--- src/hw/rtl/bdme_pkg.sv ---
// Shared types, constants and helpers for the button debounce MIDI event block.
// Used by every module of the block; it depends on nothing else.
`timescale 1ns / 1ps

package bdme_pkg;

  // Default number of buttons that hold state.
  localparam int NUM_BUTTONS_DEF = 64;

  // Field widths.
  localparam int BTN_W  = 6;
  localparam int NOTE_W = 7;
  localparam int CH_W   = 5;
  localparam int VEL_W  = 7;
  localparam int KIND_W = 2;

  // Configuration port.
  localparam int CFG_IDX_W  = 3;
  localparam int CFG_DATA_W = 7;

  localparam logic [CFG_IDX_W-1:0] CFG_NOTE_CHANNEL    = 3'd0;
  localparam logic [CFG_IDX_W-1:0] CFG_PROGRAM_CHANNEL = 3'd1;
  localparam logic [CFG_IDX_W-1:0] CFG_VELOCITY_ON     = 3'd2;
  localparam logic [CFG_IDX_W-1:0] CFG_VELOCITY_OFF    = 3'd3;
  localparam logic [CFG_IDX_W-1:0] CFG_TRUE_NOTE_OFF   = 3'd4;

  localparam logic [CH_W-1:0]  RST_NOTE_CHANNEL    = 5'd1;
  localparam logic [CH_W-1:0]  RST_PROGRAM_CHANNEL = 5'd1;
  localparam logic [VEL_W-1:0] RST_VELOCITY_ON     = 7'd127;
  localparam logic [VEL_W-1:0] RST_VELOCITY_OFF    = 7'd0;
  localparam logic             RST_TRUE_NOTE_OFF   = 1'b1;

  // Message kind codes on the result channel.
  localparam logic [KIND_W-1:0] MSG_NOTE_ON  = 2'd0;
  localparam logic [KIND_W-1:0] MSG_NOTE_OFF = 2'd1;
  localparam logic [KIND_W-1:0] MSG_PROGRAM  = 2'd2;

  // Channel limits.
  localparam logic [CH_W-1:0] CH_MIN = 5'd1;
  localparam logic [CH_W-1:0] CH_MAX = 5'd16;

  // Event queue between the front and the back.
  localparam int Q_DEPTH = 4;
  localparam int Q_PTR_W = $clog2(Q_DEPTH);
  localparam int Q_CNT_W = $clog2(Q_DEPTH + 1);

  // Events that the front hands to the back.
  typedef enum logic [1:0] {
    EV_NOTE_ON,
    EV_NOTE_RELEASE,
    EV_PROGRAM
  } ev_kind_t;

  typedef struct packed {
    ev_kind_t          kind;
    logic [NOTE_W-1:0] note;
  } msg_ev_t;

  // Per-button debounce state, changed by samples.
  typedef struct packed {
    logic [2:0] hist;
    logic       pressed;
    logic       last;
  } btn_dyn_t;

  // Per-button setup, changed by setup words.
  typedef struct packed {
    logic [NOTE_W-1:0] note;
    logic              latching;
    logic              program_mode;
  } btn_setup_t;

  // Out-of-range channel values are pinned to the legal range.
  function automatic logic [CH_W-1:0] clamp_channel(input logic [CH_W-1:0] ch);
    logic [CH_W-1:0] res;
    if (ch == '0) begin
      res = CH_MIN;
    end else if (ch > CH_MAX) begin
      res = CH_MAX;
    end else begin
      res = ch;
    end
    return res;
  endfunction

endpackage

--- src/hw/rtl/bdme_queue.sv ---
// Short event queue that decouples the front from the back.
// Depends on bdme_pkg for the event type and the queue depth.
`timescale 1ns / 1ps

module bdme_queue
  import bdme_pkg::*;
(
  input  logic               clk,
  input  logic               rst_n,
  input  logic               push,
  input  msg_ev_t            push_data,
  input  logic               pop,
  output logic               q_valid,
  output msg_ev_t            q_data,
  output logic [Q_CNT_W-1:0] q_count
);

  msg_ev_t              slot_r [Q_DEPTH];
  logic [Q_PTR_W-1:0]   head_r, head_nxt;
  logic [Q_PTR_W-1:0]   tail_r, tail_nxt;
  logic [Q_CNT_W-1:0]   count_r, count_nxt;

  // Pointer and count updates.
  always_comb begin
    head_nxt  = head_r;
    tail_nxt  = tail_r;
    count_nxt = count_r;
    if (push) begin
      tail_nxt = (tail_r == Q_PTR_W'(Q_DEPTH - 1)) ? '0 : tail_r + 1'b1;
    end
    if (pop) begin
      head_nxt = (head_r == Q_PTR_W'(Q_DEPTH - 1)) ? '0 : head_r + 1'b1;
    end
    if (push && !pop) begin
      count_nxt = count_r + 1'b1;
    end else if (pop && !push) begin
      count_nxt = count_r - 1'b1;
    end
  end

  always_ff @(posedge clk) begin
    if (!rst_n) begin
      head_r  <= '0;
      tail_r  <= '0;
      count_r <= '0;
    end else begin
      head_r  <= head_nxt;
      tail_r  <= tail_nxt;
      count_r <= count_nxt;
    end
  end

  // Storage slots need no reset.
  always_ff @(posedge clk) begin
    if (push) begin
      slot_r[tail_r] <= push_data;
    end
  end

  assign q_valid = (count_r != '0);
  assign q_data  = slot_r[head_r];
  assign q_count = count_r;

endmodule

--- src/hw/rtl/bdme_front.sv ---
// Front part: accepts input words, keeps per-button state and turns debounced
// transitions into events. Depends on bdme_pkg.
`timescale 1ns / 1ps

module bdme_front
  import bdme_pkg::*;
#(
  parameter int NUM_BUTTONS = NUM_BUTTONS_DEF
) (
  input  logic               clk,
  input  logic               rst_n,
  input  logic               in_valid,
  output logic               in_ready,
  input  logic               in_cmd,
  input  logic [BTN_W-1:0]   in_button,
  input  logic               in_level,
  input  logic [NOTE_W-1:0]  in_note,
  input  logic               in_latching,
  input  logic               in_program_mode,
  input  logic [Q_CNT_W-1:0] q_count,
  output logic               ev_push,
  output msg_ev_t            ev_data
);

  localparam int IDX_W = (NUM_BUTTONS > 1) ? $clog2(NUM_BUTTONS) : 1;
  localparam int EXT_W = ((IDX_W > BTN_W) ? IDX_W : BTN_W) + 1;

  // State stores and their valid bits.
  btn_dyn_t   dyn_mem   [NUM_BUTTONS];
  btn_setup_t setup_mem [NUM_BUTTONS];
  logic [NUM_BUTTONS-1:0] dyn_vld_r;
  logic [NUM_BUTTONS-1:0] setup_vld_r;

  // Second stage registers.
  logic              s1_valid_r;
  logic              s1_cmd_r;
  logic [IDX_W-1:0]  s1_idx_r;
  logic              s1_level_r;
  btn_setup_t        s1_setup_r;

  btn_dyn_t   dyn_q_r;
  btn_setup_t setup_q_r;
  logic       dyn_hit_r, setup_hit_r;
  logic       dyn_fwd_r, setup_fwd_r;
  btn_dyn_t   dyn_fwd_data_r;
  btn_setup_t setup_fwd_data_r;

  logic [EXT_W-1:0] btn_ext;
  logic [IDX_W-1:0] idx;
  logic             in_range;
  logic             accept;

  btn_dyn_t   cur_dyn, dyn_new;
  btn_setup_t cur_setup;
  logic [2:0] hist;
  logic       stable;
  logic       ev_valid;
  ev_kind_t   ev_kind;

  // Index decode and acceptance; room is kept for every word in flight.
  assign btn_ext  = EXT_W'(in_button);
  assign idx      = btn_ext[IDX_W-1:0];
  assign in_range = (btn_ext < EXT_W'(NUM_BUTTONS));
  assign in_ready = ((Q_CNT_W + 1)'(q_count) + (Q_CNT_W + 1)'(s1_valid_r))
                    < (Q_CNT_W + 1)'(Q_DEPTH);
  assign accept   = in_valid && in_ready;

  // Stage one control: buttons outside the table are dropped here.
  always_ff @(posedge clk) begin
    if (!rst_n) begin
      s1_valid_r <= 1'b0;
    end else begin
      s1_valid_r <= accept && in_range;
    end
  end

  always_ff @(posedge clk) begin
    s1_cmd_r                <= in_cmd;
    s1_idx_r                <= idx;
    s1_level_r              <= in_level;
    s1_setup_r.note         <= in_note;
    s1_setup_r.latching     <= in_latching;
    s1_setup_r.program_mode <= in_program_mode;
  end

  // Registered reads, with bypass from the write that lands at the same edge.
  always_ff @(posedge clk) begin
    dyn_q_r          <= dyn_mem[idx];
    setup_q_r        <= setup_mem[idx];
    dyn_hit_r        <= dyn_vld_r[idx];
    setup_hit_r      <= setup_vld_r[idx];
    dyn_fwd_r        <= s1_valid_r && !s1_cmd_r && (s1_idx_r == idx);
    setup_fwd_r      <= s1_valid_r && s1_cmd_r && (s1_idx_r == idx);
    dyn_fwd_data_r   <= dyn_new;
    setup_fwd_data_r <= s1_setup_r;
  end

  // Current entry values; an entry never written reads as zero.
  always_comb begin
    if (dyn_fwd_r) begin
      cur_dyn = dyn_fwd_data_r;
    end else if (dyn_hit_r) begin
      cur_dyn = dyn_q_r;
    end else begin
      cur_dyn = '0;
    end
    if (setup_fwd_r) begin
      cur_setup = setup_fwd_data_r;
    end else if (setup_hit_r) begin
      cur_setup = setup_q_r;
    end else begin
      cur_setup = '0;
    end
  end

  // Debounce and event decision for one sample.
  always_comb begin
    hist     = {cur_dyn.hist[1:0], s1_level_r};
    stable   = (hist == 3'b000) || (hist == 3'b111);
    dyn_new  = cur_dyn;
    dyn_new.hist = hist;
    ev_valid = 1'b0;
    ev_kind  = EV_NOTE_ON;
    if (stable) begin
      dyn_new.last = s1_level_r;
      if (cur_setup.latching) begin
        // A latching button toggles on each new stable press.
        if (s1_level_r && !cur_dyn.last) begin
          ev_valid        = 1'b1;
          ev_kind         = cur_dyn.pressed ? EV_NOTE_RELEASE : EV_NOTE_ON;
          dyn_new.pressed = !cur_dyn.pressed;
        end
      end else if (s1_level_r) begin
        if (!cur_dyn.pressed) begin
          dyn_new.pressed = 1'b1;
          ev_valid        = 1'b1;
          ev_kind         = cur_setup.program_mode ? EV_PROGRAM : EV_NOTE_ON;
        end
      end else if (cur_dyn.pressed) begin
        // Program mode sends nothing on release.
        dyn_new.pressed = 1'b0;
        ev_valid        = !cur_setup.program_mode;
        ev_kind         = EV_NOTE_RELEASE;
      end
    end
  end

  assign ev_push      = s1_valid_r && !s1_cmd_r && ev_valid;
  assign ev_data.kind = ev_kind;
  assign ev_data.note = cur_setup.note;

  // Store writes.
  always_ff @(posedge clk) begin
    if (s1_valid_r && !s1_cmd_r) begin
      dyn_mem[s1_idx_r] <= dyn_new;
    end
    if (s1_valid_r && s1_cmd_r) begin
      setup_mem[s1_idx_r] <= s1_setup_r;
    end
  end

  // Valid bits stand in for clearing the stores at reset.
  always_ff @(posedge clk) begin
    if (!rst_n) begin
      dyn_vld_r   <= '0;
      setup_vld_r <= '0;
    end else if (s1_valid_r) begin
      if (s1_cmd_r) begin
        setup_vld_r[s1_idx_r] <= 1'b1;
      end else begin
        dyn_vld_r[s1_idx_r] <= 1'b1;
      end
    end
  end

endmodule

--- src/hw/rtl/bdme_back.sv ---
// Back part: holds the configuration registers and formats queued events into
// result words behind an output register. Depends on bdme_pkg.
`timescale 1ns / 1ps

module bdme_back
  import bdme_pkg::*;
(
  input  logic                  clk,
  input  logic                  rst_n,
  input  logic                  cfg_we,
  input  logic [CFG_IDX_W-1:0]  cfg_index,
  input  logic [CFG_DATA_W-1:0] cfg_data,
  input  logic                  q_valid,
  input  msg_ev_t               q_data,
  output logic                  q_pop,
  output logic                  out_valid,
  input  logic                  out_ready,
  output logic [KIND_W-1:0]     out_message_kind,
  output logic [CH_W-1:0]       out_channel,
  output logic [NOTE_W-1:0]     out_data_one,
  output logic [VEL_W-1:0]      out_data_two
);

  logic [CH_W-1:0]  note_channel_r;
  logic [CH_W-1:0]  program_channel_r;
  logic [VEL_W-1:0] velocity_on_r;
  logic [VEL_W-1:0] velocity_off_r;
  logic             true_note_off_r;

  logic              out_valid_r;
  logic [KIND_W-1:0] kind_r, kind_nxt;
  logic [CH_W-1:0]   channel_r, channel_nxt;
  logic [NOTE_W-1:0] data_one_r;
  logic [VEL_W-1:0]  data_two_r, data_two_nxt;

  // Configuration writes; unknown indexes are ignored.
  always_ff @(posedge clk) begin
    if (!rst_n) begin
      note_channel_r    <= RST_NOTE_CHANNEL;
      program_channel_r <= RST_PROGRAM_CHANNEL;
      velocity_on_r     <= RST_VELOCITY_ON;
      velocity_off_r    <= RST_VELOCITY_OFF;
      true_note_off_r   <= RST_TRUE_NOTE_OFF;
    end else if (cfg_we) begin
      case (cfg_index)
        CFG_NOTE_CHANNEL:    note_channel_r    <= cfg_data[CH_W-1:0];
        CFG_PROGRAM_CHANNEL: program_channel_r <= cfg_data[CH_W-1:0];
        CFG_VELOCITY_ON:     velocity_on_r     <= cfg_data[VEL_W-1:0];
        CFG_VELOCITY_OFF:    velocity_off_r    <= cfg_data[VEL_W-1:0];
        CFG_TRUE_NOTE_OFF:   true_note_off_r   <= cfg_data[0];
        default: ;
      endcase
    end
  end

  // Message formatting.
  always_comb begin
    case (q_data.kind)
      EV_NOTE_ON: begin
        kind_nxt     = MSG_NOTE_ON;
        channel_nxt  = clamp_channel(note_channel_r);
        data_two_nxt = velocity_on_r;
      end
      EV_NOTE_RELEASE: begin
        kind_nxt     = true_note_off_r ? MSG_NOTE_OFF : MSG_NOTE_ON;
        channel_nxt  = clamp_channel(note_channel_r);
        data_two_nxt = velocity_off_r;
      end
      EV_PROGRAM: begin
        kind_nxt     = MSG_PROGRAM;
        channel_nxt  = clamp_channel(program_channel_r);
        data_two_nxt = '0;
      end
      default: begin
        kind_nxt     = MSG_NOTE_ON;
        channel_nxt  = clamp_channel(note_channel_r);
        data_two_nxt = velocity_on_r;
      end
    endcase
  end

  // The output register refills in the cycle its word is taken.
  assign q_pop = q_valid && (!out_valid_r || out_ready);

  always_ff @(posedge clk) begin
    if (!rst_n) begin
      out_valid_r <= 1'b0;
    end else if (q_pop) begin
      out_valid_r <= 1'b1;
    end else if (out_ready) begin
      out_valid_r <= 1'b0;
    end
  end

  always_ff @(posedge clk) begin
    if (q_pop) begin
      kind_r     <= kind_nxt;
      channel_r  <= channel_nxt;
      data_one_r <= q_data.note;
      data_two_r <= data_two_nxt;
    end
  end

  assign out_valid        = out_valid_r;
  assign out_message_kind = kind_r;
  assign out_channel      = channel_r;
  assign out_data_one     = data_one_r;
  assign out_data_two     = data_two_r;

endmodule

--- src/hw/rtl/button_debounce_midi_events_top.sv ---
// Top level of the button debounce MIDI event block.
// Instantiates bdme_front, bdme_queue and bdme_back; depends on bdme_pkg.
//
//   channel  | handshake              | payload
//   ---------+------------------------+---------------------------------------------
//   input    | in_valid / in_ready    | in_cmd, in_button, in_level, in_note,
//            |                        | in_latching, in_program_mode
//   result   | out_valid / out_ready  | out_message_kind, out_channel,
//            |                        | out_data_one, out_data_two
//   config   | cfg_we                 | cfg_index, cfg_data
//
// One word is accepted per cycle while in_ready is high. A word passes through the
// state read-modify-write stage, then its event, if any, waits in a four-entry
// queue until the output register takes it in.
// in_ready drops only when the queue plus the word in flight fill it.
// Reset clears per-button valid bits at once, so there is no clearing pass.
`timescale 1ns / 1ps

module button_debounce_midi_events_top
  import bdme_pkg::*;
#(
  parameter int NUM_BUTTONS = NUM_BUTTONS_DEF
) (
  input  logic                  clk,
  input  logic                  rst_n,
  input  logic                  in_valid,
  output logic                  in_ready,
  input  logic                  in_cmd,
  input  logic [BTN_W-1:0]      in_button,
  input  logic                  in_level,
  input  logic [NOTE_W-1:0]     in_note,
  input  logic                  in_latching,
  input  logic                  in_program_mode,
  output logic                  out_valid,
  input  logic                  out_ready,
  output logic [KIND_W-1:0]     out_message_kind,
  output logic [CH_W-1:0]       out_channel,
  output logic [NOTE_W-1:0]     out_data_one,
  output logic [VEL_W-1:0]      out_data_two,
  input  logic                  cfg_we,
  input  logic [CFG_IDX_W-1:0]  cfg_index,
  input  logic [CFG_DATA_W-1:0] cfg_data
);

  logic               ev_push;
  msg_ev_t            ev_data;
  logic               q_valid;
  msg_ev_t            q_data;
  logic               q_pop;
  logic [Q_CNT_W-1:0] q_count;

  // Front: accept, debounce and classify.
  bdme_front #(
    .NUM_BUTTONS(NUM_BUTTONS)
  ) u_front (
    .clk             (clk),
    .rst_n           (rst_n),
    .in_valid        (in_valid),
    .in_ready        (in_ready),
    .in_cmd          (in_cmd),
    .in_button       (in_button),
    .in_level        (in_level),
    .in_note         (in_note),
    .in_latching     (in_latching),
    .in_program_mode (in_program_mode),
    .q_count         (q_count),
    .ev_push         (ev_push),
    .ev_data         (ev_data)
  );

  // Event queue.
  bdme_queue u_queue (
    .clk       (clk),
    .rst_n     (rst_n),
    .push      (ev_push),
    .push_data (ev_data),
    .pop       (q_pop),
    .q_valid   (q_valid),
    .q_data    (q_data),
    .q_count   (q_count)
  );

  // Back: format and deliver.
  bdme_back u_back (
    .clk              (clk),
    .rst_n            (rst_n),
    .cfg_we           (cfg_we),
    .cfg_index        (cfg_index),
    .cfg_data         (cfg_data),
    .q_valid          (q_valid),
    .q_data           (q_data),
    .q_pop            (q_pop),
    .out_valid        (out_valid),
    .out_ready        (out_ready),
    .out_message_kind (out_message_kind),
    .out_channel      (out_channel),
    .out_data_one     (out_data_one),
    .out_data_two     (out_data_two)
  );

endmodule
--- config.mk ---
export PLATFORM = sky130hd
export DESIGN_NAME = button_debounce_midi_events_top
export DESIGN_NICKNAME = d
export VERILOG_FILES = /design/src/hw/rtl/bdme_pkg.sv /design/src/hw/rtl/bdme_queue.sv /design/src/hw/rtl/bdme_front.sv /design/src/hw/rtl/bdme_back.sv /design/src/hw/rtl/button_debounce_midi_events_top.sv
export SDC_FILE = /design/constraint.sdc
export NUM_CORES = 1
export LEC_CHECK = 0
export BUFFER_PORTS_ARGS = -buffer_cell sky130_fd_sc_hd__buf_4
export CAP_MARGIN = 10
export CORE_ASPECT_RATIO = 0.8
export CORE_MARGIN = 2
export CORE_UTILIZATION = 70
export CTS_BUF_LIST = sky130_fd_sc_hd__clkbuf_8
export CTS_CLUSTER_DIAMETER = 120
export DETAILED_ROUTE_END_ITERATION = 6
export PLACE_DENSITY_LB_ADDON = 0.2
export SKIP_LAST_GASP = 1
export SLEW_MARGIN = 30
export SYNTH_ARGS = -nofsm -noshare
export SYNTH_HDL_FRONTEND = slang
export SYNTH_SLANG_ARGS = --single-unit
--- constraint.sdc ---
create_clock -name clk -period 7.6 [get_ports clk]
set_clock_uncertainty 0.05 [all_clocks]
set_input_delay 0.76 -clock clk [delete_from_list [all_inputs] [get_ports clk]]
set_output_delay 0.76 -clock clk [all_outputs]
set_load 0.05 [all_outputs]
==> Yosys cells after proc, flatten, opt, wreduce, memory -nomap -nowiden <==
Memories as Yosys holds them, arrays and structs flattened. A register that Yosys moved wholly into a read port is not among the register bits.
Index checks and enable logic that the tools add are counted.
{ "word_totals": {"register_bits": 217, "ram_bits": 932, "in_bits": 32, "output_inout_bits": 23, "elab_cells": 144, "mem_count": 3} }
{ "mem_list": {"columns": ["name", "words", "width", "rd", "rd_ports_with_merged_regs", "write_ports", "line_no", "source"], "rows": [
  ["u_front.setup_mem", 64, 9, 1, 1, 1, "bdme_front.sv:30", "btn_setup_t setup_mem [NUM_BUTTONS];"],
  ["u_front.dyn_mem", 64, 5, 1, 1, 1, "bdme_front.sv:29", "btn_dyn_t dyn_mem [NUM_BUTTONS];"],
  ["u_queue.slot_r", 4, 9, 1, 1, 1, "bdme_queue.sv:18", "msg_ev_t slot_r [Q_DEPTH];"]
]} }
{ "classes": {"n_addsub": 5, "magnitude_cmp": 7, "eq_ne": 10, "muxes": 49, "n_bitwise": 3, "n_reduce_logical": 35} }
{ "ops": {"columns": ["cell", "n"], "rows": [
  ["$or A64 B64 Y64", 2],
  ["$mux W5", 5],
  ["$mux W1", 22],
  ["$mux W2", 11],
  ["$lt A6 B7 Y1 const B", 3],
  ["$mux W9", 2],
  ["$pmux W7 S2", 1],
  ["$reduce_and A2 Y1", 7],
  ["$bmux W1 S6", 2],
  ["$logic_and A1 B1 Y1", 12],
  ["$gt A5 B5 Y1 const B", 2],
  ["$logic_not A5 Y1", 2],
  ["$mux W4", 2],
  ["$logic_not A1 Y1", 7],
  ["$demux W1 S6", 1],
  ["$eq A2 B2 Y1 const B", 3],
  ["$eq A3 B2 Y1 const B", 2],
  ["$eq A3 B3 Y1 const B", 2],
  ["$eq A6 B6 Y1", 1],
  ["$ge A6 B1 Y1 const B", 1],
  ["$logic_not A3 Y1", 2],
  ["$mux W3", 2],
  ["$add A2 B1 Y2 const B", 2],
  ["$add A3 B1 Y4", 1],
  ["10 further kinds", 12]
]} }

==> Depth between registers and ports, before layout <==
Gate-level depths: netlist (run 1).
{ "depth": {"depth_word": 12, "depth_mapped": 11, "ltp_nobuf": 10} }

==> Cells and area by module <==
From an unflattened synthesis (run 1), not the netlist that was laid out.
{ "unflattened": {"cells_unflattened": 2219, "hier_area_um2": 42067.8} }
{ "modules_own_cells": {"columns": ["module", "n_inst", "cells_per_inst", "area_per_inst_um2", "seq_area_each_um2"], "rows": [
  ["bdme_front", 1, 1966, 38451.9, 28507.3],
  ["bdme_back", 1, 163, 1865.5, 1151.1],
  ["bdme_queue", 1, 90, 1750.4, 1261.2]
]} }

==> Least setup slack after synthesis (run 1) <==
OpenSTA, ideal clock, no wires.
{ "synth_timing": {"path_type": "reg-to-reg", "start": "reg u_front.s1_level_r", "end": "mem u_front.dyn_mem[0][1] in the netlist's numbering (data pin)", "setup_time_ns": 0.708, "arrival_time_ns": 4.295, "t_required_ns": 6.842, "slack_ns": 2.547, "stages_incl_launch_ff": 6, "path_buffers": 1, "period_less_slack_ns": 5.053, "cell_sequence": "dfxtp_1 clkbuf_1 and2_1 ha_1 mux2i_1 o21ai_0"} }
{ "synth_rtl": {"columns": ["element", "line_no", "source"], "rows": [
  ["from (decl)", "bdme_front.sv:38", "logic s1_level_r;"],
  ["from (signal assigned)", "bdme_front.sv:80", "s1_level_r <= in_level;"],
  ["to (decl)", "bdme_front.sv:29", null]
]} }

==> Worst setup path in the final report (run 1) <==
{ "layout_timing": {"start": "reg u_front.setup_hit_r", "end": "reg u_queue.count_r[2] (netlist: u_queue.q_count[2])"} }
{ "layout_via": {"elab_chain_len": 11, "elab_cells_between_ends": 13, "classes_between": "7 x mux; 6 x reduce/logical"} }
{ "layout_rtl": {"columns": ["element", "line_no", "source"], "rows": [
  ["from (decl)", "bdme_front.sv:43", "logic dyn_hit_r, setup_hit_r;"],
  ["from (signal assigned)", "bdme_front.sv:91", "setup_hit_r <= setup_vld_r[idx];"],
  ["$mux W9 *", "bdme_front.sv:109", "end else if (setup_hit_r) begin"],
  ["$mux W9 *", "bdme_front.sv:107", "if (setup_fwd_r) begin"],
  ["$logic_not A1 Y1", "bdme_front.sv:142", "ev_valid = !cur_setup.program_mode;"],
  ["$mux W1", "bdme_front.sv:139", "end else if (cur_dyn.pressed) begin"],
  ["$mux W1", "bdme_front.sv:133", "end else if (s1_level_r) begin"],
  ["$mux W1 *", "bdme_front.sv:126", "if (cur_setup.latching) begin"],
  ["$mux W1 *", "bdme_front.sv:124", "if (stable) begin"],
  ["$logic_and A1 B1 Y1 *", "bdme_front.sv:148", "assign ev_push = s1_valid_r && !s1_cmd_r && ev_valid;"],
  ["via ev_push", "button_debounce_midi_events_top.sv:45", "logic ev_push;"],
  ["$logic_not A1 Y1", "bdme_queue.sv:36", "end else if (pop && !push) begin"],
  ["$logic_and A1 B1 Y1", "bdme_queue.sv:36", null],
  ["$reduce_bool A2 Y1 (no line)", null, null],
  ["to (signal assigned)", "bdme_queue.sv:49", "count_r <= count_nxt;"],
  ["to (decl)", "bdme_queue.sv:21", "logic [Q_CNT_W-1:0] count_r, count_nxt;"]
]} }
Mark *: on every way through the listed nets, which the timed path passes. The rest lies on a longest branch.
A chain may end at the register's enable or synchronous reset.

==> results of run 1 <==
layer usage:
layer / wire, um / global-route usage
met1: 38900 / 0.468
met2: 44900 / 0.468
met3: 12400 / 0.0918
met4: 2730 / 0.121
met5: 8 / 0
path summary, 6_finish.rpt:
kind / from / end / slack (ns)
worst max register to register: u_front.setup_hit_r / u_queue.q_count[2] / 4.16
worst min register to register: u_front.dyn_vld_r[2] / u_front.dyn_vld_r[2] / 0.41
worst max-delay path: u_front.setup_hit_r / u_queue.q_count[2] / 4.16
worst min-delay path: in_level / u_front.s1_level_r / 0.08
cell families after synthesis:
group           count (synthesis)
xor+xnor                        8
fa+ha+maj                      10
flops                        1100
mux                           418
simple gates                  385
compound gates                363
buf+inv                       153
placed cells by master, fill, tap and decap left out, types with 13 or more instances in the layout:
cell / synthesis / routed
edfxtp_1: 889 / 889
dfxtp_1: 211 / 201
clkbuf_8: 0 / 180
mux2i_1: 170 / 170
mux4_2: 143 / 143
nor2_1: 185 / 141
o21a_1: 129 / 128
mux2_2: 104 / 104
nand2_1: 99 / 98
inv_1: 9 / 76
buf_4: 32 / 76
o22ai_1: 70 / 70
nor2_2: 0 / 44
a22oi_1: 29 / 29
nor2b_1: 26 / 25
o21ai_0: 27 / 25
a221oi_1: 23 / 23
clkinv_2: 0 / 16
nand3_1: 14 / 14
o21ai_1: 12 / 13
a211oi_1: 13 / 13
clkinv_1: 0 / 13
where the power goes:
group          switching, mW  internal [mW]  leakage, nW  total (mW)
registers             0.0881           6.68         9.77        6.77
logic                  0.761          0.363         4.16        1.12
clock network           2.16           2.26         1.79        4.42
total                   3.01           9.30         15.7        12.3
cells in the mapped netlist, types with 4 or more instances:
library cell,number,share of area
o21a_1,129,0.023
xor2_1,5,0.0010
edfxtp_1,889,0.63
nand2_1,99,0.0087
a22oi_1,29,0.0051
dfxtp_1,211,0.099
and2_1,10,0.0015
mux2_2,104,0.028
o2bb2ai_1,12,0.0025
mux2i_1,170,0.040
nor2_1,185,0.016
buf_6,11,0.0029
nand3b_1,8,0.0014
a21oi_1,12,0.0014
a22o_1,8,0.0016
buf_4,32,0.0057
a211oi_1,13,0.0023
nor3_1,4,0.00047
ha_1,9,0.0026
inv_1,9,0.00079
a221oi_1,23,0.0047
o21ai_0,27,0.0032
nor2b_1,26,0.0038
mux4_2,143,0.076
o21ai_1,12,0.0014
o22ai_1,70,0.010
buf_2,37,0.0044
nand3_1,14,0.0016
clkbuf_1,57,0.0050
o2111ai_1,12,0.0025
nand2b_1,9,0.0013
per-stage QoR:
stage	cell area (sq um)	cells	util
after floorplan	42500	2437	-
after global placement	43300	3153	0.724
after detailed placement	43400	3153	0.725
after CTS	46500	3449	0.777
after global routing	46600	3453	0.779
final	46600	3453	0.779
cell type report:
class | instances | area, sq um | share of cell area
clock inverters | 106 | 528 | 0.0113
multi-input cells | 1184 | 10900 | 0.233
clock buffers | 180 | 2480 | 0.0531
diodes | 1 | 2.50 | 0.0000537
flip-flops and latches | 1100 | 30900 | 0.663
well taps | 779 | 975 | 0.0209
repair buffers | 94 | 827 | 0.0177
inverters | 9 | 33.8 | 0.000724
state kept, by name (all words and copies together), names as in the netlist, 4 cells and up, named ones only:
| register | count |
|---|---|
| u_back.program_channel_r | 5 |
| u_queue.slot_r | 36 |
| u_front.s1_idx_r | 6 |
| u_back.note_channel_r | 5 |
| u_back.out_channel | 5 |
| u_front.setup_mem | 576 |
| u_back.velocity_off_r | 7 |
| u_back.out_data_two | 7 |
| u_front.s1_setup_r | 9 |
| u_front.setup_q_r | 9 |
| u_back.out_data_one | 7 |
| u_front.dyn_fwd_data_r | 4 |
| u_front.dyn_q_r | 4 |
| u_front.setup_vld_r | 64 |
| u_front.setup_fwd_data_r | 9 |
| u_front.dyn_vld_r | 64 |
| u_front.dyn_mem | 256 |
| u_back.velocity_on_r | 7 |
critical path, stage by stage, from the launching register on:
cell	delay [ns]
dfxtp_1	0.46
nor2b_1	0.53
a22o_1	0.27
o21ai_1	0.12
a2111oi_4	0.60
ha_1	0.29
inv_1	0.07
fa_1	0.37
xor2_1	0.15
or3_1	0.30
a21boi_0	0.16
repair_timing:
action | 4_1_cts | 5_1_grt
endpoints found under the hold margin | 10 | 0
hold buffers | 10 | 0
resized for setup | 0 | 0
==> flow_summary.yaml, run 1 <==
critical_path:
  cp_max_fo: 9
  r2r_cells: 10
  end_kind: "flip-flop"
  crit_path_start_kind: "flip-flop"
  required_ns: 8.28
  arrival_ns: 4.12
  worstSetupPathType: "flip-flop to flip-flop"
place:
  place_congestion: 0.947
  numPortBuffers: 54
  hpwl_mm: 60.7
  dp_slack_ns: 3.69
clock_network:
  cts-root-buf: "clkbuf_8"
  clk_pin_slew_ns: 0.06
  clkLatencyLatePin_ns: 0.81
  clock_path_buffers: 3
  htree_levels: 4
  cts_buffers: 157
  cts_tree: "yes"
  cts.sinks: 1100
  post_cts_buffers: 0
logic_synthesis:
  synth_top_family_by_area: "multiplexers"
  synth_cell_type_count: 65
  synthCells: 2437
  ys_warn_count: 0
  synthXorXnorAreaFrac: 0.00165
  syn_area_sq_um: 42500
  synth_compound_area_frac: 0.0616
  synth-main-ff-cell: "edfxtp_1"
  ys_ff_latch: 1100
  syn_avg_cell_area_sq_um: 17.4
  synth_edf_count: 889
  muxShareOfSynthArea: 0.144
  yosys.area_share.simple: 0.0419
  synthAdderAreaFrac: 0.00312
  async_flop_share: 0
  syn_nets: 2479
  synth-seq-area-share: 0.727
power_and_ir_drop:
  p_leak_nw: 15.7
  power_mw: 12.3
  irDropWorstVdd_mv: 0.285
  p_per_area_nw_per_um2: 264
timing:
  rsz0062_at_grt: "false"
  finalSetupViolCount: 0
  final.setup.tns_ns: 0
  hold_slack_ns: 0.0819
  tightest_slew_ns: 1.03
  max_slew_margin: 0.314
  fin_ws_ns: 4.16
  hold_viol: 0
  clock.fmax_mhz: 291
  period_needed_ns: 3.44
  final_max_slew_viol_count: 0
  min_period_over_period: 0.453
die:
  ios: 55
  fp.coreArea_sq_um: 59900
  start_util: 0.710
  die_w_um: 280
  placementRows: 80
  fp.dieArea_sq_um: 62700
  fp.dieH_um: 224
final_layout:
  nets: 2588
  drive_gt1_frac: 0.230
  fill_cells: 3145
  syn_to_final_growth_pct: 9.70
flow_run:
  drv_cap: 0
status:
  outcome: "completed"
drt:
  viasPerCell: 6.79
  dr_total_vias: 23448
  drt_iter0_drc: 3309
  post_drt_wl_per_cell_um: 28.6
  drc: 0
  drt-total-wl_mm: 98.9
  ant_nets: 0
  drtPass1Iterations: 6
global_routing:
  grt_usage: 0.320
  overflow: 0
  grt_pass1_wl_mm: 145
  grt_max_degree: 162
  antenna_found_initial: 2
  grt_pass1_vias: 23087
hold_path:
  min_path_cells: 1
  hp-class: "input port to flip-flop"
(Power assumes the default switching activity.)
==> run 2: changes to the inputs <==
--- a/config.mk
+++ b/config.mk
@@ -9,7 +9,7 @@
 export CAP_MARGIN = 10
 export CORE_ASPECT_RATIO = 0.8
 export CORE_MARGIN = 2
-export CORE_UTILIZATION = 70
+export CORE_UTILIZATION = 65
 export CTS_BUF_LIST = sky130_fd_sc_hd__clkbuf_8
 export CTS_CLUSTER_DIAMETER = 120
 export DETAILED_ROUTE_END_ITERATION = 6
==> constraint.sdc (replaced) <==
create_clock -name clk -period 3.35 [get_ports clk]
set_clock_uncertainty 0.05 [all_clocks]
set_input_delay 0.335 -clock clk [delete_from_list [all_inputs] [get_ports clk]]
set_output_delay 0.335 -clock clk [all_outputs]
set_load 0.05 [all_outputs]
==> run 2 against run 1 <==
Net effect: global-route usage decreased by 1.8 points; utilization fell by 3.1 points; clock power up 140%; highest routed layer is now met4; sequential power increased by 130%; routed wire length grew 2.0%; largest cell class unchanged; combinational power grew 140%; critical path type unchanged; non-clock buffer count rose by 162; the flow now finishes with violations (DRC); maximum frequency rose by 18%.
==> flow_summary.yaml, run 2 (synthesis results as in run 1) <==
power_and_ir_drop:
  irDropWorstVdd_mv: 0.433
  combinationalPowerShare: 0.094
  p_sw_frac: 0.246
  p_sw_mw: 6.99
  clock_power_share: 0.366
  intPower_mw: 21.5
  pwr-share-seq: 0.540
  p_per_area_nw_per_um2: 591
  p_leak_nw: 16.6
final_layout:
  final_common_cell: "edfxtp_1"
  drive_gt1_frac: 0.254
  regMostFlops: "u_front.setup_mem"
  layout_common_cells: "889 x edfxtp_1, 201 x dfxtp_1, 201 x buf_4, 196 x clkbuf_8, 184 x nor2_1"
  top_regs: "u_front.setup_mem (576), u_front.dyn_mem (256)"
  largest_reg_flops: 576
  nets: 2751
  fin_area_sq_um: 48200
  syn_to_final_growth_pct: 13.3
  utilization: 0.748
timing:
  period_needed_ns: 2.91
  tightest_slew_ns: 1.01
  max_slew_margin: 0.329
  rsz0062_at_grt: "false"
  clock.fmax_mhz: 344
  min_period_over_period: 0.868
  hold_viol: 0
  final_max_slew_viol_count: 0
  finalSetupViolCount: 0
  hold_slack_ns: 0.0617
place:
  numPortBuffers: 54
  place_area_sq_um: 44600
  hpwl_mm: 63.4
  place_congestion: 0.874
die:
  fp.coreArea_sq_um: 64400
  fp.dieH_um: 233
  die_w_um: 290
  fp.dieArea_sq_um: 67500
  start_util: 0.660
  placementRows: 83
  ios: 55
critical_path:
  r2r_cells: 10
  crit_path_start_kind: "flip-flop"
  critPathMaxStageDelay_ns: 0.39
  cp_cell_sequence: "nand3b_2 > a22oi_2 > mux2i_2 > a2111oi_4 > ha_1 > inv_1 > fa_1 > xor2_1 > or3_1 > a21boi_0"
  cp_top_family: "compound AO/OA/AOI/OAI gates"
  critical_path_depth: 10
  critPathBufInv: 1
  cp_max_fo: 8
  required_ns: 4.01
  end_kind: "flip-flop"
  worstSetupPathType: "flip-flop to flip-flop"
  arrival_ns: 3.57
  crit_slowest_cell: "fa_1"
clock_network:
  cts_buffers: 158
  clock_path_buffers: 3
  cts_tree: "yes"
  clkLatencyLatePin_ns: 0.81
  clk_pin_slew_ns: 0.07
  cts_resized: 0
  hold_buffers: 38
  cts.sinks: 1100
  cts-root-buf: "clkbuf_8"
  post_cts_buffers: 0
  htree_levels: 4
status:
  outcome: "finished with violations"
  violations: "DRC"
hold_path:
  hp-class: "input port to flip-flop"
  min_path_cells: 2
drt:
  drtPass1Iterations: 7
  top_layer: "met4"
  ant_nets: 0
  wl_met3_mm: 10.9
  drt-met1-wl_mm: 40.3
  drt-total-wl_mm: 101
  drt_iter0_drc: 2805
  post_drt_wl_per_cell_um: 27.3
  drc: 1
  met2_length_mm: 46.9
  dr_total_vias: 23678
  viasPerCell: 6.40
global_routing:
  antenna_found_initial: 1
  grt_pass1_wl_mm: 149
  grt_pass1_vias: 23675
  grt_usage: 0.302
  grt_max_degree: 100
  overflow: 0
flow_run:
  drv_cap: 0
-- run 2: worst paths after layout --
kind / start / end / slack [ns]
setup / recovery: u_front.dyn_fwd_r / u_queue.q_count[2] / 0.44
hold / removal: in_button[0] / u_front.s1_idx_r[0] / 0.06
setup reg to reg: u_front.dyn_fwd_r / u_queue.q_count[2] / 0.44
hold reg to reg: u_front.setup_vld_r[38] / u_front.setup_vld_r[38] / 0.41
-- run 2: final cells by class --
cell class	instances	area, sq um
multi-input combinational	1184	10700
inverter	9	33.8
clock inverter	99	478
clock buffer	196	2700
antenna	3	7.51
sequential	1100	30900
timing repair buffer	256	2230
fill	3748	16200
tap	850	1060
-- run 2: worst reg2reg max path: stages, from the launching register on --
cell,delay (ns)
dfxtp_1,0.37
nand3b_2,0.27
a22oi_2,0.23
mux2i_2,0.18
a2111oi_4,0.38
ha_1,0.25
inv_1,0.07
fa_1,0.39
xor2_1,0.16
or3_1,0.30
a21boi_0,0.17
-- run 2: per-layer routing --
| layer | vias up | track usage |
|---|---|---|
| li1 | 10156 | - |
| met1 | 11991 | 0.438 |
| met2 | 1339 | 0.460 |
| met3 | 192 | 0.0671 |
| met4 | 0 | 0.107 |
| met5 | - | 0 |
-- run 2: power groups by stage --
| stage | combinational [mW] | sequential [mW] | clock [mW] |
|---|---|---|---|
| 6_report | 2.67 | 15.4 | 10.4 |
| 5_1_grt | 2.82 | 15.4 | 11.1 |
| 4_1_cts | 2.65 | 15.4 | 10.5 |
| 3_5_place_dp | 2.61 | 15.7 | 0 |
| 3_3_place_gp | 2.54 | 15.6 | 0 |
| 2_1_floorplan | 1.25 | 16.1 | 0 |
-- run 2: per-stage QoR --
step | cells | power (mW) | worst slack, ns | TNS (ns)
after CTS | 3693 | 28.5 | 0.449 | 0
after global routing | 3695 | 29.3 | 0.167 | 0
final | 3697 | 28.4 | 0.444 | 0
after global placement | 3359 | 18.2 | 0.546 | 0
after floorplan | 2437 | 17.3 | -0.00836 | -0.00836
after detailed placement | 3360 | 18.3 | 0.483 | 0
